### config.mk
export PLATFORM = sky130hd
export DESIGN_NAME = quarter_rate_single_bin_dft
export DESIGN_NICKNAME = d
export VERILOG_FILES = /design/src/design/qrdft_pkg.sv /design/src/design/qrdft_ctrl.sv /design/src/design/qrdft_dp.sv /design/src/design/quarter_rate_single_bin_dft.sv
export SDC_FILE = /design/constraint.sdc
export NUM_CORES = 2
export LEC_CHECK = 0
export ABC_AREA = 1
export BUFFER_PORTS_ARGS = -buffer_cell sky130_fd_sc_hd__buf_2
export CORE_ASPECT_RATIO = 1.75
export CORE_MARGIN = 5
export CORE_UTILIZATION = 25
export CTS_CLUSTER_DIAMETER = 200
export DETAILED_ROUTE_END_ITERATION = 16
export SLEW_MARGIN = 20
export SYNTH_ARGS = -nofsm -noshare
export SYNTH_HDL_FRONTEND = slang
export SYNTH_SLANG_ARGS = --single-unit
### constraint.sdc
create_clock -name clk -period 10 [get_ports clk]
set_input_delay 0 -clock clk [delete_from_list [all_inputs] [get_ports clk]]
set_output_delay 0 -clock clk [all_outputs]
set_load 0.02 [all_outputs]
### src/design/qrdft_pkg.sv
`timescale 1ns / 1ps
// ----------------------------------------------------------------------------
// qrdft_pkg
// Shared types, constants and tables for the quarter-rate single-bin DFT.
// ----------------------------------------------------------------------------
package qrdft_pkg;

  localparam int ADC_BITS_DEF     = 12;
  localparam int CORDIC_STEPS_DEF = 16;
  localparam int CORDIC_MAX_STEPS = 24;

  localparam int SAMPLE_W   = 12;
  localparam int SUM_W      = 20;
  localparam int ACC_W      = 21;
  localparam int MAG_W      = 12;
  localparam int PHASE_W    = 9;
  localparam int WLEN_W     = 8;
  localparam int CFG_IDX_W  = 3;
  localparam int CFG_DATA_W = 12;
  localparam int CNT_W      = 5;
  localparam int SQ_W       = 2 * SUM_W;
  localparam int SQRT_STEPS = SUM_W;
  localparam int CORD_W     = 48;
  localparam int PRESCALE_SH = 26;
  localparam int ANG_W      = 24;
  localparam int ATAN_W     = 22;

  // degrees in Q16
  localparam logic [ANG_W-1:0] ANG_45  = 24'd2949120;
  localparam logic [ANG_W-1:0] ANG_90  = 24'd5898240;
  localparam logic [ANG_W-1:0] ANG_180 = 24'd11796480;

  localparam logic [CFG_IDX_W-1:0] REG_ADC_MID  = 3'd0;
  localparam logic [CFG_IDX_W-1:0] REG_WIN_LEN  = 3'd1;
  localparam logic [CFG_IDX_W-1:0] REG_COEF_RE0 = 3'd2;
  localparam logic [CFG_IDX_W-1:0] REG_COEF_IM1 = 3'd3;
  localparam logic [CFG_IDX_W-1:0] REG_COEF_RE2 = 3'd4;
  localparam logic [CFG_IDX_W-1:0] REG_COEF_IM3 = 3'd5;

  localparam logic [1:0] COEF_ZERO = 2'b00;
  localparam logic [1:0] COEF_POS  = 2'b01;

  typedef enum logic [3:0] {
    ST_IDLE,
    ST_SQ_RE,
    ST_SQ_IM,
    ST_INIT,
    ST_SQRT,
    ST_DIV_INIT,
    ST_DIV,
    ST_CORDIC,
    ST_FINISH
  } state_t;

  typedef struct packed {
    logic             accept;
    logic             sq_re;
    logic             sq_im;
    logic             init;
    logic             sqrt_step;
    logic             div_init;
    logic             div_step;
    logic             cor_step;
    logic             finish;
    logic [CNT_W-1:0] idx;
  } cmd_t;

  typedef struct packed {
    logic win_close;
    logic out_free;
  } status_t;

  // atan(2^-i) in degrees, Q16, rounded
  function automatic logic [ATAN_W-1:0] atan_deg(input logic [CNT_W-1:0] i);
    logic [ATAN_W-1:0] v;
    unique case (i)
      5'd0:  v = 22'd2949120;
      5'd1:  v = 22'd1740967;
      5'd2:  v = 22'd919879;
      5'd3:  v = 22'd466945;
      5'd4:  v = 22'd234379;
      5'd5:  v = 22'd117304;
      5'd6:  v = 22'd58666;
      5'd7:  v = 22'd29335;
      5'd8:  v = 22'd14668;
      5'd9:  v = 22'd7334;
      5'd10: v = 22'd3667;
      5'd11: v = 22'd1833;
      5'd12: v = 22'd917;
      5'd13: v = 22'd458;
      5'd14: v = 22'd229;
      5'd15: v = 22'd115;
      5'd16: v = 22'd57;
      5'd17: v = 22'd29;
      5'd18: v = 22'd14;
      5'd19: v = 22'd7;
      5'd20: v = 22'd4;
      5'd21: v = 22'd2;
      5'd22: v = 22'd1;
      default: v = 22'd0;
    endcase
    return v;
  endfunction

endpackage

### src/design/qrdft_ctrl.sv
`timescale 1ns / 1ps
// ----------------------------------------------------------------------------
// qrdft_ctrl
// Sequencer: sample intake, squaring, root, divide, CORDIC and result load.
// ----------------------------------------------------------------------------
module qrdft_ctrl #(
  parameter int CORDIC_STEPS = qrdft_pkg::CORDIC_STEPS_DEF
) (
  input  logic                clk,
  input  logic                rst_n,
  input  logic                in_valid,
  output logic                in_stall,
  input  qrdft_pkg::status_t  status,
  output qrdft_pkg::cmd_t     cmd
);

  localparam int COR_N = (CORDIC_STEPS > qrdft_pkg::CORDIC_MAX_STEPS) ?
                         qrdft_pkg::CORDIC_MAX_STEPS : CORDIC_STEPS;
  localparam logic [qrdft_pkg::CNT_W-1:0] COR_LAST  = qrdft_pkg::CNT_W'(COR_N - 1);
  localparam logic [qrdft_pkg::CNT_W-1:0] SQRT_LAST =
    qrdft_pkg::CNT_W'(qrdft_pkg::SQRT_STEPS - 1);

  qrdft_pkg::state_t            state_r, state_nxt;
  logic [qrdft_pkg::CNT_W-1:0]  cnt_r, cnt_nxt;

  always_ff @(posedge clk) begin
    if (!rst_n) begin
      state_r <= qrdft_pkg::ST_IDLE;
      cnt_r   <= '0;
    end else begin
      state_r <= state_nxt;
      cnt_r   <= cnt_nxt;
    end
  end

  always_comb begin
    state_nxt = state_r;
    cnt_nxt   = cnt_r;
    cmd       = '0;
    cmd.idx   = cnt_r;
    in_stall  = 1'b1;
    unique case (state_r)
      qrdft_pkg::ST_IDLE: begin
        in_stall = 1'b0;
        if (in_valid) begin
          cmd.accept = 1'b1;
          if (status.win_close) state_nxt = qrdft_pkg::ST_SQ_RE;
        end
      end
      qrdft_pkg::ST_SQ_RE: begin
        cmd.sq_re = 1'b1;
        state_nxt = qrdft_pkg::ST_SQ_IM;
      end
      qrdft_pkg::ST_SQ_IM: begin
        cmd.sq_im = 1'b1;
        state_nxt = qrdft_pkg::ST_INIT;
      end
      qrdft_pkg::ST_INIT: begin
        cmd.init  = 1'b1;
        cnt_nxt   = '0;
        state_nxt = qrdft_pkg::ST_SQRT;
      end
      qrdft_pkg::ST_SQRT: begin
        cmd.sqrt_step = 1'b1;
        cnt_nxt       = cnt_r + 1'b1;
        if (cnt_r == SQRT_LAST) state_nxt = qrdft_pkg::ST_DIV_INIT;
      end
      qrdft_pkg::ST_DIV_INIT: begin
        cmd.div_init = 1'b1;
        cnt_nxt      = '0;
        state_nxt    = qrdft_pkg::ST_DIV;
      end
      qrdft_pkg::ST_DIV: begin
        cmd.div_step = 1'b1;
        cnt_nxt      = cnt_r + 1'b1;
        if (cnt_r == SQRT_LAST) begin
          cnt_nxt   = '0;
          state_nxt = qrdft_pkg::ST_CORDIC;
        end
      end
      qrdft_pkg::ST_CORDIC: begin
        cmd.cor_step = 1'b1;
        cnt_nxt      = cnt_r + 1'b1;
        if (cnt_r == COR_LAST) state_nxt = qrdft_pkg::ST_FINISH;
      end
      qrdft_pkg::ST_FINISH: begin
        // wait here until the output word register can take the result
        if (status.out_free) begin
          cmd.finish = 1'b1;
          state_nxt  = qrdft_pkg::ST_IDLE;
        end
      end
      default: state_nxt = qrdft_pkg::ST_IDLE;
    endcase
  end

endmodule

### src/design/qrdft_dp.sv
`timescale 1ns / 1ps
// ----------------------------------------------------------------------------
// qrdft_dp
// Datapath: config registers, accumulators, squarer, root, divider, CORDIC.
// ----------------------------------------------------------------------------
module qrdft_dp #(
  parameter int ADC_BITS = qrdft_pkg::ADC_BITS_DEF
) (
  input  logic                                   clk,
  input  logic                                   rst_n,
  input  logic                                   cfg_we,
  input  logic [qrdft_pkg::CFG_IDX_W-1:0]        cfg_index,
  input  logic [qrdft_pkg::CFG_DATA_W-1:0]       cfg_wdata,
  input  logic [qrdft_pkg::SAMPLE_W-1:0]         in_sample,
  input  logic                                   out_stall,
  output logic                                   out_valid,
  output logic signed [qrdft_pkg::SUM_W-1:0]     out_real_sum,
  output logic signed [qrdft_pkg::SUM_W-1:0]     out_imag_sum,
  output logic [qrdft_pkg::MAG_W-1:0]            out_magnitude,
  output logic signed [qrdft_pkg::PHASE_W-1:0]   out_phase_degrees,
  input  qrdft_pkg::cmd_t                        cmd,
  output qrdft_pkg::status_t                     status
);

  localparam int SW = qrdft_pkg::SUM_W;
  localparam int AW = qrdft_pkg::ACC_W;
  localparam int CW = qrdft_pkg::CORD_W;
  localparam int GW = qrdft_pkg::ANG_W;
  localparam logic signed [AW-1:0] SUM_MAX = AW'((1 << (SW - 1)) - 1);
  localparam logic signed [AW-1:0] SUM_MIN = -AW'(1 << (SW - 1));
  localparam logic signed [GW-1:0] Z_LO = GW'(1);
  localparam logic signed [GW-1:0] Z_HI = GW'(2949119);

  // configuration
  logic [11:0] mid_r;
  logic [7:0]  wlen_r;
  logic [1:0]  coef_r [4];

  always_ff @(posedge clk) begin
    if (!rst_n) begin
      mid_r     <= 12'd2048;
      wlen_r    <= 8'd64;
      coef_r[0] <= 2'b01;
      coef_r[1] <= 2'b01;
      coef_r[2] <= 2'b11;
      coef_r[3] <= 2'b11;
    end else if (cfg_we) begin
      unique case (cfg_index)
        qrdft_pkg::REG_ADC_MID:  mid_r     <= cfg_wdata;
        qrdft_pkg::REG_WIN_LEN:  wlen_r    <= cfg_wdata[7:0];
        qrdft_pkg::REG_COEF_RE0: coef_r[0] <= cfg_wdata[1:0];
        qrdft_pkg::REG_COEF_IM1: coef_r[1] <= cfg_wdata[1:0];
        qrdft_pkg::REG_COEF_RE2: coef_r[2] <= cfg_wdata[1:0];
        qrdft_pkg::REG_COEF_IM3: coef_r[3] <= cfg_wdata[1:0];
        default: ;
      endcase
    end
  end

  // accumulation
  logic [7:0]              idx_r, idx_inc;
  logic signed [AW-1:0]    re_acc_r, im_acc_r, re_acc_nxt, im_acc_nxt;
  logic signed [SW-1:0]    re_r, im_r;
  logic [11:0]             smp_m;
  logic signed [12:0]      x_s, term;
  logic [1:0]              cv;
  logic [7:0]              wl_eff;

  function automatic logic signed [SW-1:0] sat_sum(input logic signed [AW-1:0] v);
    logic signed [SW-1:0] r;
    if (v > SUM_MAX)      r = SUM_MAX[SW-1:0];
    else if (v < SUM_MIN) r = SUM_MIN[SW-1:0];
    else                  r = v[SW-1:0];
    return r;
  endfunction

  always_comb begin
    for (int j = 0; j < 12; j++) smp_m[j] = (j < ADC_BITS) ? in_sample[j] : 1'b0;
    x_s     = $signed({1'b0, smp_m}) - $signed({1'b0, mid_r});
    cv      = coef_r[idx_r[1:0]];
    case (cv)
      qrdft_pkg::COEF_POS:  term = x_s;
      qrdft_pkg::COEF_ZERO: term = '0;
      default:              term = -x_s;
    endcase
    re_acc_nxt = re_acc_r;
    im_acc_nxt = im_acc_r;
    if (idx_r[0]) im_acc_nxt = im_acc_r - AW'(term);
    else          re_acc_nxt = re_acc_r + AW'(term);
    wl_eff  = (wlen_r == 8'd0) ? 8'd1 : wlen_r;
    idx_inc = idx_r + 8'd1;
  end

  assign status.win_close = (idx_inc >= wl_eff);

  always_ff @(posedge clk) begin
    if (!rst_n) begin
      idx_r    <= '0;
      re_acc_r <= '0;
      im_acc_r <= '0;
    end else if (cmd.accept) begin
      if (status.win_close) begin
        idx_r    <= '0;
        re_acc_r <= '0;
        im_acc_r <= '0;
      end else begin
        idx_r    <= idx_inc;
        re_acc_r <= re_acc_nxt;
        im_acc_r <= im_acc_nxt;
      end
    end
  end

  always_ff @(posedge clk) begin
    if (cmd.accept && status.win_close) begin
      re_r <= sat_sum(re_acc_nxt);
      im_r <= sat_sum(im_acc_nxt);
    end
  end

  // squares, root, divide
  logic [qrdft_pkg::SQ_W-1:0] p_r, q_r, rad_r;
  logic [SW:0]                rem_r;
  logic [SW-1:0]              root_r, quo_r;
  logic [7:0]                 drem_r;
  logic [SW+2:0]              rem_t, trial;
  logic [8:0]                 drem_t;
  logic signed [2*SW-1:0]     prod;

  always_comb begin
    prod   = cmd.sq_re ? re_r * re_r : im_r * im_r;
    rem_t  = {rem_r, rad_r[qrdft_pkg::SQ_W-1 -: 2]};
    trial  = {1'b0, root_r, 2'b01};
    drem_t = {drem_r, quo_r[SW-1]};
  end

  always_ff @(posedge clk) begin
    if (cmd.sq_re) p_r <= $unsigned(prod);
    if (cmd.sq_im) q_r <= $unsigned(prod);
    if (cmd.init) begin
      rad_r  <= p_r + q_r;
      rem_r  <= '0;
      root_r <= '0;
    end else if (cmd.sqrt_step) begin
      rad_r <= {rad_r[qrdft_pkg::SQ_W-3:0], 2'b00};
      if (rem_t >= trial) begin
        rem_r  <= (SW+1)'(rem_t - trial);
        root_r <= {root_r[SW-2:0], 1'b1};
      end else begin
        rem_r  <= rem_t[SW:0];
        root_r <= {root_r[SW-2:0], 1'b0};
      end
    end
    if (cmd.div_init) begin
      quo_r  <= root_r;
      drem_r <= '0;
    end else if (cmd.div_step) begin
      if (drem_t >= {1'b0, wl_eff}) begin
        drem_r <= 8'(drem_t - {1'b0, wl_eff});
        quo_r  <= {quo_r[SW-2:0], 1'b1};
      end else begin
        drem_r <= drem_t[7:0];
        quo_r  <= {quo_r[SW-2:0], 1'b0};
      end
    end
  end

  // CORDIC vectoring on the folded octant
  logic [SW-1:0]         ax, ay, big, lesser;
  logic signed [CW-1:0]  x_r, y_r, dx, dy;
  logic signed [GW-1:0]  z_r, atan_s;
  logic                  im_zero_r, re_neg_r, im_neg_r, swap_r, small0_r, equal_r;

  always_comb begin
    ax     = re_r[SW-1] ? (~re_r + 1'b1) : re_r;
    ay     = im_r[SW-1] ? (~im_r + 1'b1) : im_r;
    big    = (ax > ay) ? ax : ay;
    lesser = (ax > ay) ? ay : ax;
    dx     = y_r >>> cmd.idx;
    dy     = x_r >>> cmd.idx;
    atan_s = $signed(GW'(qrdft_pkg::atan_deg(cmd.idx)));
  end

  always_ff @(posedge clk) begin
    if (cmd.init) begin
      x_r       <= $signed(CW'({big, {qrdft_pkg::PRESCALE_SH{1'b0}}}));
      y_r       <= $signed(CW'({lesser, {qrdft_pkg::PRESCALE_SH{1'b0}}}));
      z_r       <= '0;
      im_zero_r <= (im_r == '0);
      re_neg_r  <= re_r[SW-1];
      im_neg_r  <= im_r[SW-1];
      swap_r    <= (ay > ax);
      small0_r  <= (lesser == '0);
      equal_r   <= (lesser == big);
    end else if (cmd.cor_step) begin
      if (!y_r[CW-1]) begin
        x_r <= x_r + dx;
        y_r <= y_r - dy;
        z_r <= z_r + atan_s;
      end else begin
        x_r <= x_r - dx;
        y_r <= y_r + dy;
        z_r <= z_r - atan_s;
      end
    end
  end

  // result assembly
  logic signed [GW-1:0]             zc;
  logic [GW-1:0]                    a0, a1, a2;
  logic [7:0]                       deg;
  logic signed [qrdft_pkg::PHASE_W-1:0] phase;
  logic [qrdft_pkg::MAG_W-1:0]      mag;

  always_comb begin
    zc  = (z_r < Z_LO) ? Z_LO : ((z_r > Z_HI) ? Z_HI : z_r);
    a0  = small0_r ? '0 : (equal_r ? qrdft_pkg::ANG_45 : $unsigned(zc));
    a1  = swap_r   ? qrdft_pkg::ANG_90 - a0 : a0;
    a2  = re_neg_r ? qrdft_pkg::ANG_180 - a1 : a1;
    deg = a2[GW-1:16];
    if (im_zero_r)
      phase = re_neg_r ? 9'sd180 : 9'sd0;
    else if (im_neg_r)
      phase = -$signed({1'b0, deg});
    else
      phase = $signed({1'b0, deg});
    mag = (quo_r > SW'(4095)) ? 12'd4095 : quo_r[11:0];
  end

  logic out_valid_r;
  assign status.out_free = !out_valid_r || !out_stall;
  assign out_valid       = out_valid_r;

  always_ff @(posedge clk) begin
    if (!rst_n) begin
      out_valid_r <= 1'b0;
    end else if (cmd.finish) begin
      out_valid_r <= 1'b1;
    end else if (!out_stall) begin
      out_valid_r <= 1'b0;
    end
  end

  always_ff @(posedge clk) begin
    if (cmd.finish) begin
      out_real_sum      <= re_r;
      out_imag_sum      <= im_r;
      out_magnitude     <= mag;
      out_phase_degrees <= phase;
    end
  end

endmodule

### src/design/quarter_rate_single_bin_dft.sv
`timescale 1ns / 1ps
// ----------------------------------------------------------------------------
// quarter_rate_single_bin_dft
// Single-bin DFT at fs/4 with magnitude (integer root) and CORDIC phase.
// ----------------------------------------------------------------------------
//  channel | ports                                   | direction
//  in      | in_valid, in_stall, in_sample           | sample words in
//  out     | out_valid, out_stall, out_real_sum,     | one word per window
//          | out_imag_sum, out_magnitude,            |
//          | out_phase_degrees                       |
//  cfg     | cfg_we, cfg_index, cfg_wdata            | register writes
//
// A sample that does not close a window is only accumulated. A closing sample
// starts two squares, a 20-step root, a 20-step divide by window_len and a
// CORDIC loop of min(CORDIC_STEPS,24) steps, each on one shared unit, one step
// a cycle.
// Synchronous active-low reset clears the sequencer, index and accumulators.
// A held output word stalls the sequencer only at the final load.
// ----------------------------------------------------------------------------
module quarter_rate_single_bin_dft #(
  parameter int ADC_BITS     = qrdft_pkg::ADC_BITS_DEF,
  parameter int CORDIC_STEPS = qrdft_pkg::CORDIC_STEPS_DEF
) (
  input  logic                                  clk,
  input  logic                                  rst_n,
  input  logic                                  cfg_we,
  input  logic [qrdft_pkg::CFG_IDX_W-1:0]       cfg_index,
  input  logic [qrdft_pkg::CFG_DATA_W-1:0]      cfg_wdata,
  input  logic                                  in_valid,
  output logic                                  in_stall,
  input  logic [qrdft_pkg::SAMPLE_W-1:0]        in_sample,
  output logic                                  out_valid,
  input  logic                                  out_stall,
  output logic signed [qrdft_pkg::SUM_W-1:0]    out_real_sum,
  output logic signed [qrdft_pkg::SUM_W-1:0]    out_imag_sum,
  output logic [qrdft_pkg::MAG_W-1:0]           out_magnitude,
  output logic signed [qrdft_pkg::PHASE_W-1:0]  out_phase_degrees
);

  qrdft_pkg::cmd_t    cmd;
  qrdft_pkg::status_t status;

  qrdft_ctrl #(
    .CORDIC_STEPS (CORDIC_STEPS)
  ) u_ctrl (
    .clk      (clk),
    .rst_n    (rst_n),
    .in_valid (in_valid),
    .in_stall (in_stall),
    .status   (status),
    .cmd      (cmd)
  );

  qrdft_dp #(
    .ADC_BITS (ADC_BITS)
  ) u_dp (
    .clk               (clk),
    .rst_n             (rst_n),
    .cfg_we            (cfg_we),
    .cfg_index         (cfg_index),
    .cfg_wdata         (cfg_wdata),
    .in_sample         (in_sample),
    .out_stall         (out_stall),
    .out_valid         (out_valid),
    .out_real_sum      (out_real_sum),
    .out_imag_sum      (out_imag_sum),
    .out_magnitude     (out_magnitude),
    .out_phase_degrees (out_phase_degrees),
    .cmd               (cmd),
    .status            (status)
  );

endmodule
==> flow_metrics.env <==
export IMPL_cts_sinks=526
export IMPL_route_detailed_drc=0
export IMPL_grt_pass1_wl_um=356000
export IMPL_grt_start_max_net_pins=79
export IMPL_start_util_pct=25.1
export IMPL_endpoint_kind="flip-flop"
export IMPL_worstRegToRegCells=23
export IMPL_worstSetupPathType="reg -> reg"
export IMPL_grt_util_all_layers_pct=15.6
export IMPL_r2r_end="u_dp.q_r[38]$_DFFE_PP_"
export IMPL_fmax_mhz=118
export IMPL_period_minus_slack_ns=8.44
export IMPL_status="complete, no violations"
export IMPL_die_h_um=713
export IMPL_synth_top_area_cell="fa_1"
export IMPL_setup_ws_ns=1.56
export IMPL_critPathArrivalTime_ns=8.83
export IMPL_finalWeightedCongestion=0.969
export IMPL_drt_pass1_iterations=6
export IMPL_dieArea_um2=294000
export IMPL_tns_ns=0
export IMPL_ctsResizeCount=0
export IMPL_fillers=30800
export IMPL_area_delta_synth_final_pct=9.74
export IMPL_drt_iter0_markers=3479
export IMPL_slew_headroom_pct=21.2
export IMPL_cts_tree="done"
export IMPL_coreArea_um2=282000
export IMPL_post_cts_buffers=0
export IMPL_design_area_um2=77500
export IMPL_via_per_inst=4.63
export IMPL_grt_setup_unrepaired="no"
export IMPL_numCtsBuffers=59
export IMPL_hp_class="in -> reg"
export IMPL_rows=258
export IMPL_drv_cap=0
export IMPL_min_from="out_stall"
export IMPL_slew_violations=0
export IMPL_path_clk_slew_ns=0.06
export IMPL_synth_top_cell_area_share_pct=21.8
export IMPL_pin_count=95
export IMPL_cts_root_buffer="clkbuf_16"
export IMPL_synth_edff_count=293
export IMPL_ant_nets=0
export IMPL_rr_startpoint="u_dp.im_r[2]$_SDFFCE_PN1P_"
export IMPL_ys_ff_latch=526
export IMPL_synthCells=9426
export IMPL_fin_util_pct=27.5
export IMPL_crit_fanout=14
export IMPL_worst_pin_slew_ns=1.17
export IMPL_dpl_cell_area_um2=75100
export IMPL_start_kind="flip-flop"
export IMPL_min_to="u_dp.out_valid$_SDFFE_PN0P_"
export IMPL_grt_pass1_vias=63500
export IMPL_ctsHtreeMaxLevel=2
export IMPL_min_period_over_period_pct=84.4
export IMPL_cts_buffer_depth=3
export IMPL_synth_seq_area_share_pct=19.1
export IMPL_cp_data_required_time_ns=10.38
export IMPL_dp_slack_ns=1.60
export IMPL_rrSetupSlack_ns=1.56
export IMPL_dp_hpwl_um=194000
export IMPL_fp_dieW_um=412
export IMPL_synthFlopType="edfxtp_1"
export IMPL_min_path_cells=4
export IMPL_yosys_warnings=0
export IMPL_netlist_area_um2=70600
export IMPL_antenna_found_initial=5
export IMPL_routed_wl_um=234000
export IMPL_synthTopCellsByArea="fa_1, edfxtp_1, nand2_1"
export IMPL_port_buffer_count=94
export IMPL_layout_drive_gt1_share_pct=4.67
export IMPL_nets=10700
export IMPL_finClkSkew_ns=0.0446
export IMPL_hold_viol_final=0
export IMPL_async_flop_share_pct=0
export IMPL_setup_viol_count_final=0
export IMPL_grt_overflow=0
export IMPL_avgSynthCellArea_um2=7.49
export IMPL_clkLatencyLatePin_ns=0.75
export IMPL_ys_types=76
export IMPL_wl_per_cell_um=17.7
export IMPL_dr_total_vias=61100
critical path, cell delays in order, from the launching register on:
cell       delay (ns)
edfxtp_1         0.76
buf_4            0.30
nand2_1          0.11
fa_1             0.63
fa_1             0.59
inv_1            0.06
fa_1             0.82
inv_1            0.27
fa_1             0.54
inv_1            0.05
fa_1             0.50
inv_1            0.06
fa_1             0.51
fa_1             0.55
inv_1            0.06
ha_1             0.35
a21oi_1          0.18
o21ai_0          0.11
a21oi_1          0.13
o2111ai_1        0.19
nand3_1          0.11
nand2_1          0.06
o21ai_0          0.84
o21ai_0          0.29
metrics by stage:
stage | instances | hold WS (ns)
after floorplan | 9427 | 0.130
after global placement | 13100 | 0.220
after detailed placement | 13100 | 0.231
after CTS | 13200 | 0.0934
after global routing | 13200 | 0.185
final | 13200 | 0.158
worst max-delay path by stage:
stage / start / end / slack, ns / cells after the start
6_report: u_dp.im_r[2]$_SDFFCE_PN1P_ / u_dp.q_r[38]$_DFFE_PP_ / 1.56 / 23
3_5_place_dp: u_dp.im_r[2]$_SDFFCE_PN1P_ / u_dp.q_r[38]$_DFFE_PP_ / 1.60 / 23
2_1_floorplan: u_dp.re_r[19]$_SDFFCE_PN0P_ / u_dp.p_r[39]$_DFFE_PP_ / 2.41 / 29
3_3_place_gp: u_dp.im_r[2]$_SDFFCE_PN1P_ / u_dp.p_r[38]$_DFFE_PP_ / 1.68 / 23
4_1_cts: u_dp.im_r[2]$_SDFFCE_PN1P_ / u_dp.q_r[38]$_DFFE_PP_ / 1.56 / 23
5_1_grt: u_dp.im_r[2]$_SDFFCE_PN1P_ / u_dp.q_r[38]$_DFFE_PP_ / 1.17 / 26
cell type report:
class | instances | area (µm²) | share of cell area [%]
Timing Repair Buffer | 217 | 1480 | 1.91
Tap cell | 3770 | 4720 | 6.09
Inverter | 1963 | 7380 | 9.53
Multi-Input combinational cell | 6619 | 48400 | 62.4
Antenna cell | 2 | 5.00 | 0.00646
Sequential cell | 526 | 13500 | 17.4
Clock inverter | 27 | 275 | 0.355
Clock buffer | 84 | 1770 | 2.28
cell families (layout without fill, tap and decap cells):
family / Yosys count / after routing / synth area share [%]
XOR/XNOR: 365 / 365 / 4.53
AND/OR/NAND/NOR: 3086 / 3086 / 17.7
adder cells (fa/ha/maj): 1281 / 1281 / 30.9
buffers and inverters: 2282 / 2291 / 12.5
AO/OA/AOI/OAI: 1825 / 1825 / 14.4
multiplexers: 60 / 60 / 0.868
other: 1 / 4 / 0.00531
flip-flops: 526 / 526 / 19.1
timing repair:
item | in CTS | in global routing
hold buffers | 33 | 0
hold endpoints to repair | 68 | 0
setup endpoints to repair | 0 | 0
cell usage in the layout, fill, tap and decap left out, types with 90 or more instances in the layout:
cell type,n
a21oi_1,630
nor2_1,523
ha_1,511
dfxtp_1,227
xor2_1,240
nand3_1,222
a31oi_1,93
nand2_1,2072
o21ai_1,134
buf_2,94
o21ai_0,622
edfxtp_1,293
fa_1,770
buf_4,90
xnor2_1,125
inv_1,1945
o211ai_1,102
state kept, by name, summed over array words and instances (netlist names), 21 cells and up, named ones only:
name and count:
u_dp.atan_s 22, u_dp.im_acc_r 21, u_dp.p_r 39, u_dp.q_r 39, u_dp.rad_r 40, u_dp.re_acc_r 21, u_dp.rem_r 21, u_dp.x_r 48
u_dp.y_r 48, u_dp.z_r 24
per-layer routing:
metal | routed length, µm | GRT usage [%]
met3 | 8680 | 1.68
met5 | 18 | 0
met1 | 78000 | 14.8
met2 | 123000 | 29.5
met4 | 24600 | 13.7
Yosys cell counts, drive strengths merged, types with 4 or more instances:
| cell | n |
|---|---|
| nand2 | 2086 |
| inv | 1956 |
| o21ai | 771 |
| fa | 770 |
| a21oi | 637 |
| nor2 | 552 |
| ha | 511 |
| edfxtp | 293 |
| xor2 | 240 |
| dfxtp | 233 |
| nand3 | 227 |
| clkbuf | 204 |
| xnor2 | 125 |
| buf | 115 |
| o211ai | 102 |
| a31oi | 93 |
| nor3 | 72 |
| mux2i | 60 |
| or2 | 57 |
| nand4 | 49 |
| o21a | 47 |
| o22ai | 38 |
| o21bai | 23 |
| nor4 | 22 |
| o221ai | 18 |
| a211oi | 16 |
| a21boi | 14 |
| o31ai | 13 |
| a22oi | 10 |
| a21o | 9 |
| nand3b | 8 |
| a31o | 7 |
| clkinv | 7 |
| o2111ai | 5 |
| and2 | 4 |
Power is not shown: default switching activity piles up to over one toggle a cycle in this logic, so the estimate is an artifact.
